<file path="src/cave_automaton_step_defines.svh">
// assertion macros for the cave automaton step block
`ifndef CAVE_AUTOMATON_STEP_DEFINES_SVH
`define CAVE_AUTOMATON_STEP_DEFINES_SVH

`ifndef NO_ASSERTIONS

// antecedent holds -> consequent holds in the same cycle
`define CAS_ASSERT_SAME(label, clk, rst, ante, cons) \
   label: assert property (@(posedge clk) disable iff (rst) (ante) |-> (cons)) \
      else $error("cave automaton step: same-cycle check failed");

// antecedent holds -> consequent holds in the next cycle
`define CAS_ASSERT_NEXT(label, clk, rst, ante, cons) \
   label: assert property (@(posedge clk) disable iff (rst) (ante) |=> (cons)) \
      else $error("cave automaton step: next-cycle check failed");

`else

`define CAS_ASSERT_SAME(label, clk, rst, ante, cons)
`define CAS_ASSERT_NEXT(label, clk, rst, ante, cons)

`endif

`endif

</file>
<file path="src/cas_pkg.sv">
package cas_pkg;

   // cell kinds
   localparam logic [1:0] KIND_FLOOR = 2'd0;
   localparam logic [1:0] KIND_WALL  = 2'd1;

   // smoothing thresholds
   localparam logic [3:0] FLOOR_TO_WALL = 4'd5;
   localparam logic [3:0] WALL_KEEP     = 4'd4;

   // room size after reset
   localparam int SIZE_RESET = 16;

   // csr register indexes
   localparam logic CSR_ROOM_WIDTH  = 1'b0;
   localparam logic CSR_ROOM_HEIGHT = 1'b1;

   // one column of the 3x3 window: row above two, row above one, current row
   typedef struct packed {
      logic [1:0] top;
      logic [1:0] mid;
      logic [1:0] bot;
   } column_type;

   localparam column_type COL_WALL = '{top: KIND_WALL, mid: KIND_WALL, bot: KIND_WALL};

   // raster position flags of an accepted item
   typedef struct packed {
      logic col_zero;
      logic col_last;
      logic row_ge1;
      logic row_ge2;
      logic row_last;
   } flags_type;

   typedef enum logic [2:0] {
      MODE_RUN,
      MODE_EDGE,
      MODE_DRAIN_LOAD,
      MODE_STEP,
      MODE_TAIL
   } mode_type;

   function automatic logic [3:0] wall_bit(input logic [1:0] kind);
      return (kind == KIND_WALL) ? 4'd1 : 4'd0;
   endfunction

   function automatic logic [3:0] count_walls(input column_type left,
                                              input column_type center,
                                              input column_type right);
      return wall_bit(left.top) + wall_bit(left.mid) + wall_bit(left.bot)
           + wall_bit(center.top) + wall_bit(center.bot)
           + wall_bit(right.top) + wall_bit(right.mid) + wall_bit(right.bot);
   endfunction

   function automatic logic [1:0] next_kind(input logic [1:0] kind, input logic [3:0] count);
      logic [1:0] result;
      case (kind)
         KIND_FLOOR: result = (count >= FLOOR_TO_WALL) ? KIND_WALL : KIND_FLOOR;
         KIND_WALL:  result = (count >= WALL_KEEP) ? KIND_WALL : KIND_FLOOR;
         default:    result = kind;
      endcase
      return result;
   endfunction

endpackage

</file>
<file path="src/cave_automaton_step.sv">
// cave smoothing automaton, one generation over a room of up to 16x16 cells
// (MAX_ROOM_SIZE sets the line buffer depth and the largest room)
// req channel: one cell kind per item, raster order, row 0 and column 0 first
// rsp channel: one smoothed cell per item with its column, row, wall count
//   among the eight neighbours (outside counts as wall) and a last-cell flag
// csr channel: index 0 room width, index 1 room height; always ready, write
//   only while idle; any write restarts the room at row 0, column 0
// order: the result for cell (r, c) is loaded as the item for (r+1, c+1)
//   leaves the input register, a right-edge cell in the edge state after
//   the next row's last item; the last row is replayed from the line buffers
//   once the room's final item arrives and ends with last_cell set
// throughput: one item per cycle while rsp_ready does not stall it, set by
//   the single window/result stage; the end of every row after row 0 holds
//   the input for the right-edge result, a room end for the last row replay
// reset: room back to 16x16, position counters and pipeline empty; the line
//   buffers are not cleared since only rows of the current room are read
// stall: with rsp_ready low the result register holds, the window stage waits
//   and req_ready drops once the input register is occupied
module cave_automaton_step #(
   parameter int MAX_ROOM_SIZE = 16
) (
   input  logic       clock,
   input  logic       reset,
   // cell stream in
   input  logic       req_valid,
   output logic       req_ready,
   input  logic [1:0] req_cell_kind,
   // smoothed cells out
   output logic       rsp_valid,
   input  logic       rsp_ready,
   output logic [1:0] rsp_next_kind,
   output logic [3:0] rsp_cell_column,
   output logic [3:0] rsp_cell_row,
   output logic [3:0] rsp_wall_neighbours,
   output logic       rsp_last_cell,
   // room size registers
   input  logic       csr_valid,
   output logic       csr_ready,
   input  logic       csr_index,
   input  logic [4:0] csr_wdata
);

   localparam int CW = $clog2(MAX_ROOM_SIZE);

   // input register to window stage
   logic               s1_valid;
   logic [1:0]         s1_kind;
   logic [CW-1:0]      s1_col;
   logic [CW-1:0]      s1_row;
   cas_pkg::flags_type s1_flags;
   logic               take;

   // room size as last column / last row index
   logic [CW-1:0]      w_last;
   logic [CW-1:0]      h_last;

   // line buffer port
   logic               buf_we;
   logic [CW-1:0]      buf_addr;
   logic [1:0]         buf_one;
   logic [1:0]         buf_two;

   // position counters, room registers and the input register
   cas_front #(
      .MAX_ROOM_SIZE (MAX_ROOM_SIZE)
   ) u_front (
      .clock         (clock),
      .reset         (reset),
      .req_valid     (req_valid),
      .req_ready     (req_ready),
      .req_cell_kind (req_cell_kind),
      .csr_valid     (csr_valid),
      .csr_ready     (csr_ready),
      .csr_index     (csr_index),
      .csr_wdata     (csr_wdata),
      .take          (take),
      .s1_valid      (s1_valid),
      .s1_kind       (s1_kind),
      .s1_col        (s1_col),
      .s1_row        (s1_row),
      .s1_flags      (s1_flags),
      .w_last        (w_last),
      .h_last        (h_last)
   );

   // two rows of history; one column is rotated per taken item
   cas_lines #(
      .MAX_ROOM_SIZE (MAX_ROOM_SIZE)
   ) u_lines (
      .clock   (clock),
      .wr_en   (buf_we),
      .addr    (buf_addr),
      .wr_kind (s1_kind),
      .rd_one  (buf_one),
      .rd_two  (buf_two)
   );

   // 3x3 window, neighbour count, rule and result register
   cas_core #(
      .MAX_ROOM_SIZE (MAX_ROOM_SIZE)
   ) u_core (
      .clock               (clock),
      .reset               (reset),
      .s1_valid            (s1_valid),
      .s1_kind             (s1_kind),
      .s1_col              (s1_col),
      .s1_row              (s1_row),
      .s1_flags            (s1_flags),
      .w_last              (w_last),
      .h_last              (h_last),
      .take                (take),
      .buf_we              (buf_we),
      .buf_addr            (buf_addr),
      .buf_one             (buf_one),
      .buf_two             (buf_two),
      .rsp_valid           (rsp_valid),
      .rsp_ready           (rsp_ready),
      .rsp_next_kind       (rsp_next_kind),
      .rsp_cell_column     (rsp_cell_column),
      .rsp_cell_row        (rsp_cell_row),
      .rsp_wall_neighbours (rsp_wall_neighbours),
      .rsp_last_cell       (rsp_last_cell)
   );

endmodule

</file>
<file path="src/cas_front.sv">
module cas_front #(
   parameter int MAX_ROOM_SIZE = 16
) (
   input  logic                               clock,
   input  logic                               reset,
   input  logic                               req_valid,
   output logic                               req_ready,
   input  logic [1:0]                         req_cell_kind,
   input  logic                               csr_valid,
   output logic                               csr_ready,
   input  logic                               csr_index,
   input  logic [4:0]                         csr_wdata,
   input  logic                               take,
   output logic                               s1_valid,
   output logic [1:0]                         s1_kind,
   output logic [$clog2(MAX_ROOM_SIZE)-1:0]   s1_col,
   output logic [$clog2(MAX_ROOM_SIZE)-1:0]   s1_row,
   output cas_pkg::flags_type                 s1_flags,
   output logic [$clog2(MAX_ROOM_SIZE)-1:0]   w_last,
   output logic [$clog2(MAX_ROOM_SIZE)-1:0]   h_last
);

   localparam int CW = $clog2(MAX_ROOM_SIZE);
   localparam int RESET_SIZE = (cas_pkg::SIZE_RESET > MAX_ROOM_SIZE) ?
                               MAX_ROOM_SIZE : cas_pkg::SIZE_RESET;
   localparam logic [CW-1:0] RESET_LAST = CW'(RESET_SIZE - 1);

   logic [CW-1:0]      w_last_ff, w_last_in;
   logic [CW-1:0]      h_last_ff, h_last_in;
   logic [CW-1:0]      col_ff, col_in;
   logic [CW-1:0]      row_ff, row_in;
   logic               s1_valid_ff, s1_valid_in;
   logic [1:0]         s1_kind_ff;
   logic [CW-1:0]      s1_col_ff;
   logic [CW-1:0]      s1_row_ff;
   cas_pkg::flags_type s1_flags_ff, flags_in;
   logic               accept;

   // zero acts as one, oversize acts as the maximum
   function automatic logic [CW-1:0] size_to_last(input logic [4:0] v);
      logic [CW-1:0] result;
      if (v == 5'd0) begin
         result = '0;
      end else if (int'(v) > MAX_ROOM_SIZE) begin
         result = CW'(MAX_ROOM_SIZE - 1);
      end else begin
         result = CW'(v - 5'd1);
      end
      return result;
   endfunction

   assign csr_ready = 1'b1;
   assign req_ready = !s1_valid_ff || take;
   assign accept    = req_valid && req_ready;

   always_comb begin
      flags_in.col_zero = (col_ff == '0);
      flags_in.col_last = (col_ff == w_last_ff);
      flags_in.row_ge1  = (row_ff != '0);
      flags_in.row_ge2  = (row_ff > CW'(1));
      flags_in.row_last = (row_ff == h_last_ff);

      w_last_in   = w_last_ff;
      h_last_in   = h_last_ff;
      col_in      = col_ff;
      row_in      = row_ff;
      s1_valid_in = s1_valid_ff;

      if (csr_valid) begin
         unique case (csr_index)
            cas_pkg::CSR_ROOM_WIDTH:  w_last_in = size_to_last(csr_wdata);
            cas_pkg::CSR_ROOM_HEIGHT: h_last_in = size_to_last(csr_wdata);
         endcase
         // any write restarts the room
         col_in = '0;
         row_in = '0;
      end else if (accept) begin
         if (flags_in.col_last) begin
            col_in = '0;
            row_in = flags_in.row_last ? '0 : row_ff + CW'(1);
         end else begin
            col_in = col_ff + CW'(1);
         end
      end

      if (accept) begin
         s1_valid_in = 1'b1;
      end else if (take) begin
         s1_valid_in = 1'b0;
      end
   end

   always_ff @(posedge clock) begin
      if (reset) begin
         w_last_ff   <= RESET_LAST;
         h_last_ff   <= RESET_LAST;
         col_ff      <= '0;
         row_ff      <= '0;
         s1_valid_ff <= 1'b0;
      end else begin
         w_last_ff   <= w_last_in;
         h_last_ff   <= h_last_in;
         col_ff      <= col_in;
         row_ff      <= row_in;
         s1_valid_ff <= s1_valid_in;
      end
   end

   always_ff @(posedge clock) begin
      if (accept) begin
         s1_kind_ff  <= req_cell_kind;
         s1_col_ff   <= col_ff;
         s1_row_ff   <= row_ff;
         s1_flags_ff <= flags_in;
      end
   end

   assign s1_valid = s1_valid_ff;
   assign s1_kind  = s1_kind_ff;
   assign s1_col   = s1_col_ff;
   assign s1_row   = s1_row_ff;
   assign s1_flags = s1_flags_ff;
   assign w_last   = w_last_ff;
   assign h_last   = h_last_ff;

endmodule

</file>
<file path="src/cas_lines.sv">
module cas_lines #(
   parameter int MAX_ROOM_SIZE = 16
) (
   input  logic                             clock,
   input  logic                             wr_en,
   input  logic [$clog2(MAX_ROOM_SIZE)-1:0] addr,
   input  logic [1:0]                       wr_kind,
   output logic [1:0]                       rd_one,
   output logic [1:0]                       rd_two
);

   // row_one holds the row above, row_two the row above that;
   // each write rotates one column down by a row
   logic [1:0] row_one_ff [MAX_ROOM_SIZE];
   logic [1:0] row_two_ff [MAX_ROOM_SIZE];

   assign rd_one = row_one_ff[addr];
   assign rd_two = row_two_ff[addr];

   always_ff @(posedge clock) begin
      if (wr_en) begin
         row_two_ff[addr] <= row_one_ff[addr];
         row_one_ff[addr] <= wr_kind;
      end
   end

endmodule

</file>
<file path="src/cas_core.sv">
`include "cave_automaton_step_defines.svh"

module cas_core #(
   parameter int MAX_ROOM_SIZE = 16
) (
   input  logic                             clock,
   input  logic                             reset,
   input  logic                             s1_valid,
   input  logic [1:0]                       s1_kind,
   input  logic [$clog2(MAX_ROOM_SIZE)-1:0] s1_col,
   input  logic [$clog2(MAX_ROOM_SIZE)-1:0] s1_row,
   input  cas_pkg::flags_type               s1_flags,
   input  logic [$clog2(MAX_ROOM_SIZE)-1:0] w_last,
   input  logic [$clog2(MAX_ROOM_SIZE)-1:0] h_last,
   output logic                             take,
   output logic                             buf_we,
   output logic [$clog2(MAX_ROOM_SIZE)-1:0] buf_addr,
   input  logic [1:0]                       buf_one,
   input  logic [1:0]                       buf_two,
   output logic                             rsp_valid,
   input  logic                             rsp_ready,
   output logic [1:0]                       rsp_next_kind,
   output logic [3:0]                       rsp_cell_column,
   output logic [3:0]                       rsp_cell_row,
   output logic [3:0]                       rsp_wall_neighbours,
   output logic                             rsp_last_cell
);

   localparam int CW = $clog2(MAX_ROOM_SIZE);

   cas_pkg::mode_type   mode_ff, mode_in;
   cas_pkg::column_type prev_two_ff, prev_two_in;
   cas_pkg::column_type prev_one_ff, prev_one_in;
   logic [CW-1:0]       d_ff, d_in;
   logic [CW-1:0]       edge_row_ff, edge_row_in;
   logic                pend_ff, pend_in;

   logic                rsp_valid_ff, rsp_valid_in;
   logic [1:0]          kind_ff;
   logic [3:0]          col_ff;
   logic [3:0]          row_ff;
   logic [3:0]          count_ff;
   logic                last_ff;

   logic                out_can;
   logic                needs_emit;
   logic                load;
   cas_pkg::column_type run_new;
   cas_pkg::column_type drain_new;
   cas_pkg::column_type em_left, em_center, em_right;
   logic [CW-1:0]       em_col;
   logic [CW-1:0]       em_row;
   logic                em_last;
   logic [3:0]          em_count;
   logic [1:0]          em_kind;

   assign out_can    = !rsp_valid_ff || rsp_ready;
   assign needs_emit = s1_flags.row_ge1 && !s1_flags.col_zero;

   // new window column from the arriving cell and the two buffered rows
   assign run_new.top = s1_flags.row_ge2 ? buf_two : cas_pkg::KIND_WALL;
   assign run_new.mid = buf_one;
   assign run_new.bot = s1_kind;

   // last row replay: nothing below it
   assign drain_new.top = (h_last != '0) ? buf_two : cas_pkg::KIND_WALL;
   assign drain_new.mid = buf_one;
   assign drain_new.bot = cas_pkg::KIND_WALL;

   always_comb begin
      mode_in     = mode_ff;
      prev_two_in = prev_two_ff;
      prev_one_in = prev_one_ff;
      d_in        = d_ff;
      edge_row_in = edge_row_ff;
      pend_in     = pend_ff;
      take        = 1'b0;
      buf_we      = 1'b0;
      buf_addr    = d_ff;
      load        = 1'b0;
      em_left     = prev_two_ff;
      em_center   = prev_one_ff;
      em_right    = cas_pkg::COL_WALL;
      em_col      = w_last;
      em_row      = h_last;
      em_last     = 1'b0;

      unique case (mode_ff)
         cas_pkg::MODE_RUN: begin
            buf_addr = s1_col;
            em_right = run_new;
            em_col   = s1_col - CW'(1);
            em_row   = s1_row - CW'(1);
            if (s1_valid && (!needs_emit || out_can)) begin
               take        = 1'b1;
               buf_we      = 1'b1;
               load        = needs_emit;
               prev_two_in = s1_flags.col_zero ? cas_pkg::COL_WALL : prev_one_ff;
               prev_one_in = run_new;
               edge_row_in = s1_row - CW'(1);
               pend_in     = s1_flags.col_last && s1_flags.row_last;
               d_in        = '0;
               if (s1_flags.col_last && s1_flags.row_ge1) begin
                  mode_in = cas_pkg::MODE_EDGE;
               end else if (s1_flags.col_last && s1_flags.row_last) begin
                  mode_in = cas_pkg::MODE_DRAIN_LOAD;
               end
            end
         end
         cas_pkg::MODE_EDGE: begin
            em_row = edge_row_ff;
            if (out_can) begin
               load    = 1'b1;
               mode_in = pend_ff ? cas_pkg::MODE_DRAIN_LOAD : cas_pkg::MODE_RUN;
            end
         end
         cas_pkg::MODE_DRAIN_LOAD: begin
            prev_two_in = cas_pkg::COL_WALL;
            prev_one_in = drain_new;
            d_in        = d_ff + CW'(1);
            mode_in     = (w_last == '0) ? cas_pkg::MODE_TAIL : cas_pkg::MODE_STEP;
         end
         cas_pkg::MODE_STEP: begin
            em_right = drain_new;
            em_col   = d_ff - CW'(1);
            if (out_can) begin
               load        = 1'b1;
               prev_two_in = prev_one_ff;
               prev_one_in = drain_new;
               if (d_ff == w_last) begin
                  mode_in = cas_pkg::MODE_TAIL;
               end else begin
                  d_in = d_ff + CW'(1);
               end
            end
         end
         cas_pkg::MODE_TAIL: begin
            em_last = 1'b1;
            if (out_can) begin
               load    = 1'b1;
               mode_in = cas_pkg::MODE_RUN;
            end
         end
         default: mode_in = cas_pkg::MODE_RUN;
      endcase
   end

   assign em_count = cas_pkg::count_walls(em_left, em_center, em_right);
   assign em_kind  = cas_pkg::next_kind(em_center.mid, em_count);

   always_comb begin
      if (load) begin
         rsp_valid_in = 1'b1;
      end else if (rsp_ready) begin
         rsp_valid_in = 1'b0;
      end else begin
         rsp_valid_in = rsp_valid_ff;
      end
   end

   always_ff @(posedge clock) begin
      if (reset) begin
         mode_ff      <= cas_pkg::MODE_RUN;
         rsp_valid_ff <= 1'b0;
      end else begin
         mode_ff      <= mode_in;
         rsp_valid_ff <= rsp_valid_in;
      end
   end

   always_ff @(posedge clock) begin
      prev_two_ff <= prev_two_in;
      prev_one_ff <= prev_one_in;
      d_ff        <= d_in;
      edge_row_ff <= edge_row_in;
      pend_ff     <= pend_in;
      if (load) begin
         kind_ff  <= em_kind;
         col_ff   <= 4'(em_col);
         row_ff   <= 4'(em_row);
         count_ff <= em_count;
         last_ff  <= em_last;
      end
   end

   assign rsp_valid           = rsp_valid_ff;
   assign rsp_next_kind       = kind_ff;
   assign rsp_cell_column     = col_ff;
   assign rsp_cell_row        = row_ff;
   assign rsp_wall_neighbours = count_ff;
   assign rsp_last_cell       = last_ff;

   // the room's final result always carries the last flag
   `CAS_ASSERT_NEXT(a_tail_sets_last, clock, reset, mode_ff == cas_pkg::MODE_TAIL && out_can, rsp_valid_ff && last_ff)
   // replay of the last row starts with a wall column on the left
   `CAS_ASSERT_NEXT(a_drain_left_wall, clock, reset, mode_ff == cas_pkg::MODE_DRAIN_LOAD, prev_two_ff == cas_pkg::COL_WALL)
   // a replay step never reads column zero
   `CAS_ASSERT_SAME(a_step_column, clock, reset, mode_ff == cas_pkg::MODE_STEP, d_ff != '0)

endmodule
</file>
<file path="config.mk">
export PLATFORM = sky130hd
export DESIGN_NAME = cave_automaton_step
export DESIGN_NICKNAME = d
export VERILOG_FILES = /design/src/cas_pkg.sv /design/src/cave_automaton_step.sv /design/src/cas_front.sv /design/src/cas_lines.sv /design/src/cas_core.sv
export VERILOG_INCLUDE_DIRS = /design/src /design/src/src
export SDC_FILE = /design/constraint.sdc
export NUM_CORES = 1
export LEC_CHECK = 0
export ABC_AREA = 0
export BUFFER_PORTS_ARGS = -buffer_cell sky130_fd_sc_hd__buf_2
export CORE_MARGIN = 3
export CORE_UTILIZATION = 55
export CTS_CLUSTER_SIZE = 16
export DETAILED_ROUTE_END_ITERATION = 8
export PLACE_DENSITY = 0.76
export SLEW_MARGIN = 25
export SYNTH_ARGS = -nofsm -noshare
export SYNTH_HDL_FRONTEND = slang
export SYNTH_HIERARCHICAL = 1
export SYNTH_SLANG_ARGS = --single-unit
</file>
<file path="constraint.sdc">
create_clock -name clock -period 5.4 [get_ports clock]
set_clock_uncertainty 0.15 [all_clocks]
set_input_delay 0.27 -clock clock [delete_from_list [all_inputs] [get_ports clock]]
set_output_delay 0.27 -clock clock [all_outputs]
set_load 0.01 [all_outputs]
</file>
After elaboration in Yosys (flattened, before gate mapping). Memory sizes are Yosys's and may differ from the RTL's. Cells that the tools add are included.

Register bits: 72. Bits in latches: 0. Memory bits (writable): 64. Memory bits (read-only): 0. Output and inout bits: 18. Memories kept: 2.

Memories: u_lines.row_one_ff (words 16, bits a word 2, read ports 1, clocked after memory_dff 0, write ports 1, line cas_lines.sv:14) `logic [1:0] row_one_ff [MAX_ROOM_SIZE];`; u_lines.row_two_ff (words 16, bits a word 2, read ports 1, clocked after memory_dff 0, write ports 1, line cas_lines.sv:15) `logic [1:0] row_two_ff [MAX_ROOM_SIZE];`.

$add $sub $neg: 14. $mul: 0. Div/mod/pow operators: 0. Order comparisons: 4. Equal/unequal tests: 23. Shifts and indexed selects: 0. Muxes and demuxes: 54. Bitwise logic cells: 1. Reductions and logical operators: 31.

Operators with widths (number): 6-bit case mux with 3 select lines (2); 4-bit two-way mux (8); 6-bit two-way mux (5); 4-bit adder (7); 3-bit two-way mux (8); 1-bit two-way mux (21); 2-bit by 1-bit == test with 1-bit output, second input constant (9); 4-bit case mux with 2 select lines (2); 4-bit by 1-bit subtractor with 4-bit output, second input constant (4); 3-bit case mux with 5 select lines (1); 4-bit by 1-bit adder with 4-bit output, second input constant (3); 4-bit == test (3); 4-bit case mux with 3 select lines (1); 6-bit case mux with 2 select lines (1); 2-bit by 1-bit inequality test with 1-bit output, second input constant (5); 4-bit by 3-bit greater-or-equal comparator with 1-bit output, second input constant (2); 4-bit logical NOT (2); 2-bit AND reduction (4); 4-bit nonzero test (2); 3-bit by 2-bit == test with 1-bit output, second input constant (2); 2-bit two-way mux (3); 6-bit AND reduction (1); 5-bit greater-than comparator, second input constant (1); 1-bit logical AND (5); other kinds (19) (25).

Logic depth before layout (Yosys ltp). Gate-level depths: netlist of run 1. An unclocked memory read counts as a cell.

Depth after elaboration: 13. Mapped depth: 21. Depth with buffers taken out: 17.

Modules after synthesis. Netlist of run 1, hierarchy kept.

By module, submodules not included: cas_lines (times used 1, cells each 129, area each 2578.7 sq um, sequential area each 1921.8 sq um); cas_core (times used 1, cells each 208, area each 2242.2 sq um, sequential area each 1161.1 sq um); cas_front (times used 1, cells each 127, area each 1433.9 sq um, sequential area each 790.8 sq um).

Worst setup path before layout of run 1. OpenSTA, ideal clock, no wires.

Kind: flip-flop to flip-flop. From: reg u_core.mode_ff[2]. To: reg u_core.kind_ff[0] (netlist: u_core/rsp_next_kind[0]) (data pin). Data arrival time: 4.762 ns. Data required time: 4.991 ns. Path slack: 0.229 ns. Stages on the path, launching flop included: 22. Buffers on the path: 4. Period minus slack after synthesis: 5.171 ns. Cells stage by stage: dfxtp_1 -> buf_2 -> nor3_1 -> clkbuf_1 -> nand2_1 -> nand2_1 -> buf_6 -> buf_12 -> mux4_2 -> a22oi_1 -> nand3_1 -> inv_1 -> a21oi_1 -> fa_1 -> inv_1 -> fa_1 -> ha_1 -> inv_1 -> fa_1 -> inv_1 -> o32a_1 -> a2bb2oi_1.

Elaborated cells between the ends (all ways): 22. Those cells by class: 3 x add/sub; 2 x order compare; 4 x eq/ne; 10 x mux; 1 x reduce/logical; 2 x memory.

RTL lines: start: declaration (line cas_core.sv:31) `cas_pkg::mode_type mode_ff, mode_in;`; start signal: assignment (line cas_core.sv:163) `mode_ff <= cas_pkg::MODE_RUN;`; start signal: assignment (line cas_core.sv:166) `mode_ff <= mode_in;`; 3-bit logical NOT (*) (line cas_core.sv:88) `unique case (mode_ff)`; 4-bit two-way mux (*) (line cas_core.sv:88); net buf_addr[0] (line cave_automaton_step.sv:59) `logic [CW-1:0] buf_addr;`; memory read 16 x 2 bit (*); net buf_one[1] (line cave_automaton_step.sv:60) `logic [1:0] buf_one;`; 6-bit case mux with 2 select lines (*) (line cas_core.sv:88); 2-bit by 1-bit == test with 1-bit output (*) (line cas_pkg.sv:45) `return (kind == KIND_WALL) ? 4'd1 : 4'd0;`; 1-bit two-way mux (*) (line cas_pkg.sv:45); 4-bit adder (*) (2 in series) (line cas_pkg.sv:53) `+ wall_bit(right.top) + wall_bit(right.mid) + wall_bit(right.bot);`; net u_core.em_count[1] (line cas_core.sv:54) `logic [3:0] em_count;`; 4-bit by 3-bit greater-or-equal comparator with 1-bit output, on equally long branches (line cas_pkg.sv:60, cas_pkg.sv:59); 1-bit two-way mux, on equally long branches (line cas_pkg.sv:60, cas_pkg.sv:59); 2-bit case mux with 2 select lines (*) (line cas_pkg.sv:58) `case (kind)`; net u_core.em_kind[0] (line cas_core.sv:55) `logic [1:0] em_kind;`; end signal: assignment (line cas_core.sv:178) `kind_ff <= em_kind;`; end: declaration (line cas_core.sv:39) `logic [1:0] kind_ff;`.

The timed path passes the listed nets; every way through them passes the cells marked *. A chain may end at the register's enable or synchronous reset.

Worst setup path after layout of run 1.
From: reg u_core.mode_ff[0]. To: reg u_core.kind_ff[0] (netlist: u_core/rsp_next_kind[0]) (data pin).

Word-level cells in the longest chain between the ends: 13. Elaborated cells between the ends (all ways): 22. Those cells by class: 3 x add/sub; 2 x order compare; 4 x eq/ne; 10 x mux; 1 x reduce/logical; 2 x memory.

Ends and longest elaborated chain: 3-bit logical NOT (*) (line cas_core.sv:88); 4-bit two-way mux (*) (line cas_core.sv:88); net buf_addr[1] (line cave_automaton_step.sv:59); memory read 16 x 2 bit (*); net buf_two[1] (line cave_automaton_step.sv:61) `logic [1:0] buf_two;`; 2-bit two-way mux, on equally long branches (line cas_core.sv:66, cas_core.sv:61); 6-bit case mux with 2 select lines (*) (line cas_core.sv:88); 2-bit by 1-bit == test with 1-bit output (*) (line cas_pkg.sv:45); 1-bit two-way mux (*) (line cas_pkg.sv:45); 4-bit adder (*) (3 in series) (line cas_pkg.sv:53); net u_core.em_count[1] (line cas_core.sv:54); 4-bit by 3-bit greater-or-equal comparator with 1-bit output, on equally long branches (line cas_pkg.sv:60, cas_pkg.sv:59); 1-bit two-way mux, on equally long branches (line cas_pkg.sv:60, cas_pkg.sv:59); 2-bit case mux with 2 select lines (*) (line cas_pkg.sv:58); net u_core.em_kind[0] (line cas_core.sv:55).

Marks and branches as above.

==> summary.md, run 1 <==
| Metric | Value |
|---|---|
| HP Class | in -> reg |
| Number of H-tree levels | 4 |
| Final WS setup | 0.282 ns |
| Vias/cell | 5.99 |
| Asr flop ratio synth | 0% |
| Crit-path slowest cell | fa_1 |
| Max VDD drop | 0.000602 V |
| Worst setup EP type | register |
| Post-synth top area share | 55.2% |
| Vias | 3939 |
| Drt wl/cell | 19.4 um |
| DP HPWL | 8710 um |
| WP depth | 19 |
| Slew HR | 52.1% |
| CTS Root Buffer Type | clkbuf_16 |
| Die W | 113 um |
| Power density over the cells | 634 mW/mm^2 |
| Largest net degree at the start of global routing | 22 |
| Total CTS buffers | 17 |
| Synth area leader | edfxtp_1 |
| Initial core utilization | 56.9% |
| Yosys synthesis warning count | 6 |
| CP startpoint | u_core/mode_ff[0] |
| RSZ-0062 raised after global routing | no |
| Reg-to-Reg Start | u_core/mode_ff[0] |
| WP data required | 5.41 ns |
| CP Max Fanout | 12 |
| TritonCTS clock tree | done |
| Area delta synth->final | 16.1% |
| Critical Path Max Stage Delay | 0.55 ns |
| Placed Area | 0.00653 mm^2 |
| Site row count | 38 |
| Clock Sinks | 136 |
| Routed WL | 12800 um |
| WP data arrival | 5.13 ns |
| Die Ht | 113 um |
| ANT cells | 0 |
| Vias in the first global route | 3906 |
| Hold Vio Cnt, Final | 0 |
| Final design utilization | 66.1% |
| Tmin final | 5.12 ns |
| Grt total ovfl | 0 |
| Place WS | 0.254 ns |
| Detailed Route Iter0 Violations | 356 |
| First-pass GRT wire length | 20600 um |
| Startpoint Class | register |
| Detailed Routing Iterations Pass 1 | 5 |
| Fmax | 195 MHz |
| Die area | 0.0127 mm^2 |
| Placer congestion estimate | 0.851 |
| R2R Path End | u_core/rsp_next_kind[0] |
| Worst reg2reg path depth | 19 |
| IO Pins | 31 |
| CTS max path bufs | 2 |
| Final period utilization | 94.8% |
| Synthesized instance count | 464 |
| Synthesis-stage register bit count | 136 |
| Top cells by area, synth | edfxtp_1 55%, dfxtp_1 6.7%, mux4_2 3.6% |
| Final setup viols | 0 |
| Syn_area_per_cell | 13.5 um^2 |
| Outcome | finished clean |
| Synth Cell Area | 0.00625 mm^2 |
| Setup tns final | 0 ns |
| Worst slew pin tran | 0.714 ns |
| Core area | 0.0110 mm^2 |
| Fin Hold WS | 0.0276 ns |
| Top cell by count, worst path | inv_1 |
| GRT Util Overall | 21.4% |
| Sequential share of the synthesized area | 61.9% |
| Clk_lat worst skew | 0.42 ns |
| Critical-path cell list | nor3_1, buf_4, nand2_1, nand2_1, buf_4, mux4_1, nand3_1, nand3_1, inv_1, a21oi_1, fa_1, inv_1, fa_1, ha_1, inv_1, fa_1, inv_1, o32a_1, a2bb2oi_1 |
| Reg2Reg Setup Slack | 0.28 ns |
| Crit Path Category | reg -> reg |
| Max-cap violation count | 0 |
| Register clock-pin slew on the reported worst setup and hold paths | 0.06 ns |
| Distinct cells, synth | 65 |
| Static Leak | 0.00269 uW |
| Number of remaining DRC errors | 0 |
| Final instance area | 0.00726 mm^2 |
| Initial antenna violation count | 0 |
| Net count after synthesis | 493 |
| Capture point of the worst path | u_core/rsp_next_kind[0] |
| Crit path max-delay family | adder cells |
| DRT antenna net count | 0 |
| Dominant synthesized flop cell | edfxtp_1 |
| Post-synth EDFFs | 115 |
| Buf/Inv on CP | 6 |
| Max-slew violation count | 0 |
| Layout cells sized above 1 | 18.7% |
| PortBufs | 29 |
| NumNets Final | 534 |
-- worst min path at each step --
stage	startpoint	to	slack (ns)	cells after the start
2_1_floorplan	reset	u_core/mode_ff[1]	0.19	1
3_3_place_gp	req_cell_kind[1]	u_front/s1_kind[1]	0.30	1
3_5_place_dp	req_cell_kind[1]	u_front/s1_kind[1]	0.30	1
4_1_cts	csr_valid	u_front/row_ff[0]	0.01	3
5_1_grt	csr_valid	u_front/row_ff[0]	0.04	3
6_report	csr_valid	u_front/row_ff[0]	0.03	3
-- layout make-up --
class / count / area [um^2]
sequential: 136 / 3870
fill: 754 / 3720
multi-input combinational: 280 / 2160
clock buffer: 17 / 425
clock inverter: 15 / 272
timing repair buffer: 43 / 258
tap: 140 / 175
inverter: 27 / 101
-- cell usage in the layout (no fill, tap or decap), types with 7 or more instances in the layout --
master / synthesis / layout
ha_1: 12 / 12
nor2b_1: 9 / 9
xor2_1: 10 / 10
nor3_1: 16 / 16
nand2b_1: 14 / 14
nand3_1: 13 / 13
nor2_1: 41 / 40
buf_4: 3 / 11
o21ai_0: 8 / 8
edfxtp_1: 115 / 115
xnor2_1: 12 / 12
buf_2: 6 / 29
bufinv_16: 0 / 7
dfxtp_1: 21 / 21
clkbuf_16: 0 / 17
inv_1: 26 / 26
a21oi_1: 22 / 22
nand2_1: 25 / 24
mux4_2: 10 / 10
-- timing repair --
item                                   4_1_cts  5_1_grt
endpoints found under the hold margin        3        0
gates resized for setup                      0        1
setup buffers                                0        0
hold buffers                                 3        0
setup endpoints to repair                    0        1
-- Yosys cell counts (all sizes together) (3+ instances only) --
cell,n
nor4,4
mux2,4
dfxtp,21
xor2,10
clkbuf,9
nor2,41
nand3b,4
nor2b,9
mux4,16
fa,4
buf,12
and3,3
nand2b,14
nand3,13
edfxtp,115
ha,12
a22oi,4
xnor2,12
nand2,25
o21ai,8
o211ai,3
a21oi,22
nor3b,4
nor3,16
a211o,6
inv,26
and2,7
-- where the power goes --
group / leakage, uW / internal (uW) / switching (uW) / total [uW]
Combinational: 0.00112 / 686 / 967 / 1650
Sequential: 0.00124 / 1500 / 94.7 / 1600
Clock: 0.000338 / 915 / 439 / 1350
Total: 0.00269 / 3100 / 1500 / 4600
-- tightest hold or removal path: stages --
cell	delay, ns
buf_2	0.11
nor2_1	0.08
o21a_1	0.10
-- sequential cells by signal (all words and copies together) (netlist names), 2 cells and up --
name,count
u_core/rsp_next_kind,2
u_core/em_center,6
u_core/rsp_wall_neighbours,4
u_lines/row_one_ff,32
u_front/s1_row,4
u_front/h_last,4
u_front/s1_col,4
u_front/s1_flags,5
u_front/row_ff,4
u_lines/row_two_ff,32
u_core/rsp_cell_row,4
u_core/mode_ff,3
u_front/col_ff,4
u_core/d_ff,4
u_core/rsp_cell_column,4
u_core/edge_row_ff,4
u_core/em_left,6
u_front/w_last,4
u_front/s1_kind,2
-- per-stage QoR --
step,cells,power (uW)
2_1_floorplan,464,2810
5_1_grt,658,4900
3_5_place_dp,623,3260
4_1_cts,658,4630
6_report,658,4600
3_3_place_gp,623,3130
-- routing by layer --
metal  routed length (um)  track usage, %
met5                    0               0
met1                 5540            29.1
met3                  843            5.50
met2                 6140            32.9
met4                  273            9.46
-- cell families (layout without fill, tap and decap cells) --
logic type | Yosys count | after routing | share of synthesized area [%]
XOR/XNOR | 22 | 22 | 3.08
multiplexers | 22 | 22 | 7.16
AND/OR/NAND/NOR | 151 | 151 | 12.6
flip-flops | 136 | 136 | 61.9
adder cells (fa/ha/maj) | 18 | 18 | 4.00
buffers and inverters | 48 | 102 | 3.68
AO/OA/AOI/OAI | 66 | 66 | 7.52
other | 1 | 1 | 0.0600
(Power assumes the default switching activity.)
==> run 2: changes to the inputs <==
Settings changed: CORE_UTILIZATION 55 to 57, CTS_BUF_LIST from default to sky130_fd_sc_hd__clkbuf_8, PLACE_DENSITY 0.76 to 0.77.
==> run 2 against run 1 <==
Sequential power barely moved. Highest routed layer unchanged. Fmax barely moved. Non-clock buffer count increased by 1. Register-to-register slack is essentially flat. Clock power is 32% lower. Critical path depth down 1.
==> summary.md, run 2 (same netlist as run 1, synthesis figures left out) <==
| Metric | Value |
|---|---|
| Top cell by count, worst path | inv_1 |
| Total CTS buffers | 17 |
| Multi-input gate area | 0.00215 mm^2 |
| Slew HR | 49.0% |
| NumNets Final | 535 |
| Max-slew violation count | 0 |
| Fmax | 195 MHz |
| Power density over the cells | 586 mW/mm^2 |
| Layout cells sized above 1 | 18.3% |
| Largest regs | u_lines/row_one_ff x32, u_lines/row_two_ff x32 |
| Crit-path slowest cell | fa_1 |
| Vias/cell | 5.88 |
| CTS Root Buffer Type | clkbuf_8 |
| Vias in the first global route | 3760 |
| Hold Vio Cnt, Final | 0 |
| Post-CTS sizing | 0 |
| CTS max path bufs | 2 |
| First-pass GRT wire length | 19500 um |
| Buf/Inv on CP | 5 |
| Post-CTS Setup Bufs | 0 |
| RSZ-0062 raised after global routing | no |
| Area delta synth->final | 12.1% |
| Flop pwr share | 38.6% |
| HP Class | in -> reg |
| Placer congestion estimate | 0.854 |
| DP HPWL | 8580 um |
| Detailed Routing Iterations Pass 1 | 5 |
| Critical-path cell list | or3_1, nand2_1, nand2_1, buf_4, mux4_2, a22oi_1, nand3_1, inv_1, a21oi_1, fa_1, inv_1, fa_1, ha_1, inv_1, fa_1, inv_1, o32a_1, a2bb2oi_1 |
| Die Ht | 111 um |
| WP data required | 5.44 ns |
| Static Leak | 0.00259 uW |
| Routed WL | 11900 um |
| Final-layout fill cell count | 723 |
| CP Max Fanout | 9 |
| Core area | 0.0105 mm^2 |
| Drt wl/cell | 18.2 um |
| Number of H-tree levels | 4 |
| Crit path max-delay family | adder cells |
| Initial antenna violation count | 0 |
| Die area | 0.0123 mm^2 |
| Worst setup EP type | register |
| Largest net degree at the start of global routing | 22 |
| Max VDD drop | 0.000387 V |
| GRT Util Overall | 20.5% |
| Outcome | finished clean |
| Site row count | 37 |
| Commonest non-fill, non-tap cells in the layout | 115 x edfxtp_1, 40 x nor2_1, 29 x buf_2 |
| Register clock-pin slew on the reported worst setup and hold paths | 0.08 ns |
| Tmin final | 5.12 ns |
| Die W | 111 um |
| Clock Sinks | 136 |
| Final setup viols | 0 |
| Initial core utilization | 59.5% |
| Hold_buf cts | 4 |
| Detailed Route Iter0 Violations | 290 |
| ANT cells | 0 |
| Switch Pwr | 1420 uW |
| Startpoint Class | register |
| Vias | 3851 |
| Switching part of the total power | 34.5% |
| Setup tns final | 0 ns |
| Worst slew pin tran | 0.759 ns |
| Power share of the combinational group | 38.9% |
| DRT antenna net count | 0 |
| TritonCTS clock tree | done |
| Critical Path Max Stage Delay | 0.54 ns |
| Most common cell after layout, fill and taps aside | edfxtp_1 |
| WP data arrival | 5.16 ns |
| Grt total ovfl | 0 |
| Clock power share | 22.5% |
| Number of remaining DRC errors | 0 |
| Final period utilization | 94.7% |
| Crit Path Category | reg -> reg |
| IO Pins | 31 |
| Max-cap violation count | 0 |
| Final design utilization | 66.7% |
| PortBufs | 29 |
| Final instance area | 0.00701 mm^2 |
| Int Power | 2690 uW |
| Placed Area | 0.00652 mm^2 |
| Register Area | 0.00387 mm^2 |
| Clk_lat worst skew | 0.44 ns |
[run 2: through the flow]
step	hold WS [ns]	total power (uW)	setup slack (ns)	instances
after floorplan	0.188	2810	0.229	464
after global placement	0.299	3140	0.419	619
after detailed placement	0.301	3210	0.281	619
after CTS	0.0339	4140	0.254	655
after global routing	0.0738	4410	0.0608	655
final	0.0667	4110	0.284	655
[run 2: worst paths after layout]
check | start | to | slack [ns] | cells past startpoint
min reg2reg | u_core/em_center[3] | u_core/rsp_next_kind[1] | 0.37 | 0
max reg2reg | u_core/mode_ff[0] | u_core/rsp_next_kind[0] | 0.28 | 18
max | u_core/mode_ff[0] | u_core/rsp_next_kind[0] | 0.28 | 18
min | rsp_ready | u_core/rsp_valid | 0.07 | 3
[run 2: area by class of cell]
type	instances	share of cell area, %
Clock buffer	17	3.34
Sequential cell	136	55.2
Inverter	27	1.45
Multi-Input combinational cell	280	30.7
Timing Repair Buffer	44	3.82
Clock inverter	15	3.02
Tap cell	136	2.43
[run 2: power groups by stage]
| stage | sequential [uW] | clock [uW] | combinational (uW) |
|---|---|---|---|
| after detailed placement | 1610 | 0 | 1600 |
| after floorplan | 1600 | 0 | 1210 |
| after CTS | 1590 | 939 | 1610 |
| after global routing | 1600 | 988 | 1820 |
| after global placement | 1600 | 0 | 1540 |
| final | 1590 | 923 | 1600 |
[run 2: per-layer routing]
layer  wire (um)  GRT usage, %
met5           0             0
met2        5480          30.8
met4         263          8.62
met3         735          5.35
met1        5460          28.7
[run 2: worst register-to-register path, stage by stage (launching register included)]
cell and delay [ns]:
dfxtp_1 0.35, or3_1 0.48, nand2_1 0.12, nand2_1 0.32, buf_4 0.31, mux4_2 0.41
a22oi_1 0.19, nand3_1 0.10, inv_1 0.08, a21oi_1 0.08, fa_1 0.48, inv_1 0.05
fa_1 0.54, ha_1 0.17, inv_1 0.06, fa_1 0.47, inv_1 0.05, o32a_1 0.34
a2bb2oi_1 0.13
==> run 3: changes to the inputs <==
Settings changed: CORE_UTILIZATION 57 to 58, PLACE_DENSITY 0.77 to 0.78, SYNTH_HIERARCHICAL 1 to default.
==> run 3 against run 2 <==
Fmax fell by 1.5%. Routed wire length rose by 18%. Sequential share of layout area fell by 4.3 points. Non-clock buffer count rose by 14. Cell area rose by 8.5%. Register-to-register slack got worse by 0.08 ns. Clock-buffer cell count did not move. Core utilization fell by 0.40 points. Via count rose by 16%. Critical path depth rose by 1. Critical path type unchanged. Largest cell class unchanged.
==> summary.md, run 3 <==
| Metric | Value |
|---|---|
| Max-slew violation count | 0 |
| Commonest non-fill, non-tap cells in the layout | 115 x edfxtp_1, 53 x nor2_1, 34 x mux2i_1 |
| Worst setup EP type | register |
| Most common cell after layout, fill and taps aside | edfxtp_1 |
| DRT antenna net count | 0 |
| Hold Vio Cnt, Final | 0 |
| Switching part of the total power | 37.3% |
| Vias | 4456 |
| Detailed Route Iter0 Violations | 366 |
| Die area | 0.0132 mm^2 |
| HP Class | in -> reg |
| Flop pwr share | 36.8% |
| Int Power | 2750 uW |
| Final instance area | 0.00760 mm^2 |
| DP HPWL | 10100 um |
| Clk_lat worst skew | 0.44 ns |
| WP data arrival | 5.24 ns |
| Slew HR | 33.9% |
| Die Ht | 115 um |
| NumNets Final | 606 |
| Register clock-pin slew on the reported worst setup and hold paths | 0.07 ns |
| Register Area | 0.00388 mm^2 |
| Placed Instances | 693 |
| Syn_area_per_cell | 13.0 um^2 |
| Final period utilization | 96.2% |
| Number of H-tree levels | 4 |
| PortBufs | 29 |
| Placed Area | 0.00719 mm^2 |
| Distinct cells, synth | 75 |
| Top cells by area, synth | edfxtp_1 50%, dfxtp_1 6.1%, mux4_2 5.6% |
| Power density over the cells | 576 mW/mm^2 |
| Crit Path Category | reg -> reg |
| Tmin final | 5.19 ns |
| Count leader, synth | edfxtp_1 |
| Die W | 115 um |
| Area delta synth->final | 11.0% |
| Clock power share | 16.2% |
| RSZ-0062 raised after global routing | no |
| CP Max Fanout | 5 |
| Fin Hold WS | 0.0554 ns |
| Largest regs | u_lines.row_one_ff x32, u_lines.row_two_ff x32 |
| Final setup viols | 0 |
| Grt total ovfl | 0 |
| Fmax | 193 MHz |
| Post-Layout Cell Count | 733 |
| CTS max path bufs | 2 |
| Site row count | 39 |
| Max-cap violation count | 0 |
| Power share of the combinational group | 47.0% |
| Max VDD drop | 0.000566 V |
| Vias/cell | 6.08 |
| Final-layout fill cell count | 805 |
| Post-synth top area share | 50.4% |
| Dominant synthesized flop cell | edfxtp_1 |
| Setup tns final | 0 ns |
| Static Leak | 0.00282 uW |
| Synthesis-stage register bit count | 136 |
| Post-synth top cells | 115 x edfxtp_1, 54 x nor2_1, 34 x mux2i_1 |
| IO Pins | 31 |
| First-pass GRT wire length | 22400 um |
| Initial antenna violation count | 0 |
| Layout cells sized above 1 | 21.9% |
| Yosys synthesis warning count | 0 |
| Startpoint Class | register |
| Worst slew pin tran | 0.988 ns |
| Detailed Routing Iterations Pass 1 | 6 |
| Multi-input gate area | 0.00274 mm^2 |
| Drt wl/cell | 19.2 um |
| Switch Pwr | 1640 uW |
| Total CTS buffers | 17 |
| Synth Cell Area | 0.00685 mm^2 |
| Net count after synthesis | 555 |
| Outcome | finished clean |
| Vias in the first global route | 4389 |
| Total power | 4380 uW |
| WP data required | 5.44 ns |
| TritonCTS clock tree | done |
| Initial core utilization | 59.8% |
| GRT Util Overall | 22.6% |
| Synth area leader | edfxtp_1 |
| CTS Root Buffer Type | clkbuf_8 |
| Core area | 0.0115 mm^2 |
| Synthesized instance count | 526 |
| Sequential share of the synthesized area | 56.5% |
| Placer congestion estimate | 0.935 |
| Asr flop ratio synth | 0% |
| Routed WL | 14100 um |
| Largest net degree at the start of global routing | 31 |
| ANT cells | 0 |
| Post-synth EDFFs | 115 |
| Clock Sinks | 136 |
| Number of remaining DRC errors | 0 |
-- run 3: path summary, 6_finish.rpt --
check	start	endpoint	slack [ns]	cells past startpoint
worst min register to register	u_core.em_center[0]	u_core.em_left[0]	0.37	1
worst max-delay path	u_core.mode_ff[0]	u_core.rsp_next_kind[0]	0.21	19
worst max register to register	u_core.mode_ff[0]	u_core.rsp_next_kind[0]	0.21	19
worst min-delay path	reset	u_core.mode_ff[2]	0.06	2
-- run 3: through the flow --
stage / util (%) / worst slack [ns]
after floorplan: - / 0.0477
after global placement: 62.7 / 0.280
after detailed placement: 62.7 / 0.163
after CTS: 65.9 / 0.168
after global routing: 66.3 / 0.0176
final: 66.3 / 0.205
-- run 3: per-layer routing --
metal	wire [um]	up-vias	global-route usage (%)	part of all wire [%]
li1	-	2073	-	-
met1	6110	2209	30.0	43
met2	6770	150	35.7	48
met3	940	24	6.77	6.7
met4	234	0	8.14	1.7
met5	0	-	0	0
-- run 3: power by group through the flow --
stage	registers (uW)	logic (uW)	clock network [uW]
2_1_floorplan	1630	1490	0
3_3_place_gp	1630	1920	0
3_5_place_dp	1640	2010	0
4_1_cts	1610	2030	725
5_1_grt	1630	2280	772
6_report	1610	2060	708
-- run 3: cells by family after synthesis --
logic type      share of synthesized area (%)
simple gates                             11.9
flops                                    56.5
compound gates                           9.66
buf+inv                                  3.63
xor+xnor                                 2.81
other cells                            0.0547
fa+ha+maj                                3.65
mux                                      11.8
-- run 3: timing repair --
action / in CTS / in global routing
endpoints found under the setup margin: 0 / 1
gates resized for setup: 0 / 6
hold endpoints to repair: 4 / 0
hold buffers: 4 / 0
setup buffers: 0 / 4
-- run 3: worst max-delay path, cell delays in order, from the launching register on --
cell and delay (ns):
dfxtp_1 0.34, buf_4 0.16, or4b_4 0.55, nand2_1 0.12, buf_4 0.16, mux2_2 0.17
o32ai_2 0.08, nor3_2 0.22, o21ai_2 0.11, fa_1 0.51, inv_1 0.05, fa_1 0.53
inv_1 0.05, fa_1 0.55, ha_1 0.17, inv_1 0.06, fa_1 0.47, inv_1 0.05
o32a_1 0.33, a2bb2oi_1 0.12
-- run 3: area by class of cell --
class                      count  share of cell area [%]
clock buffer                  17                    3.08
clock inverter                15                    1.28
inverter                      26                    1.28
multi-input combinational    338                    36.1
sequential                   136                    51.0
tap                          143                    2.35
timing repair buffer          58                    4.95
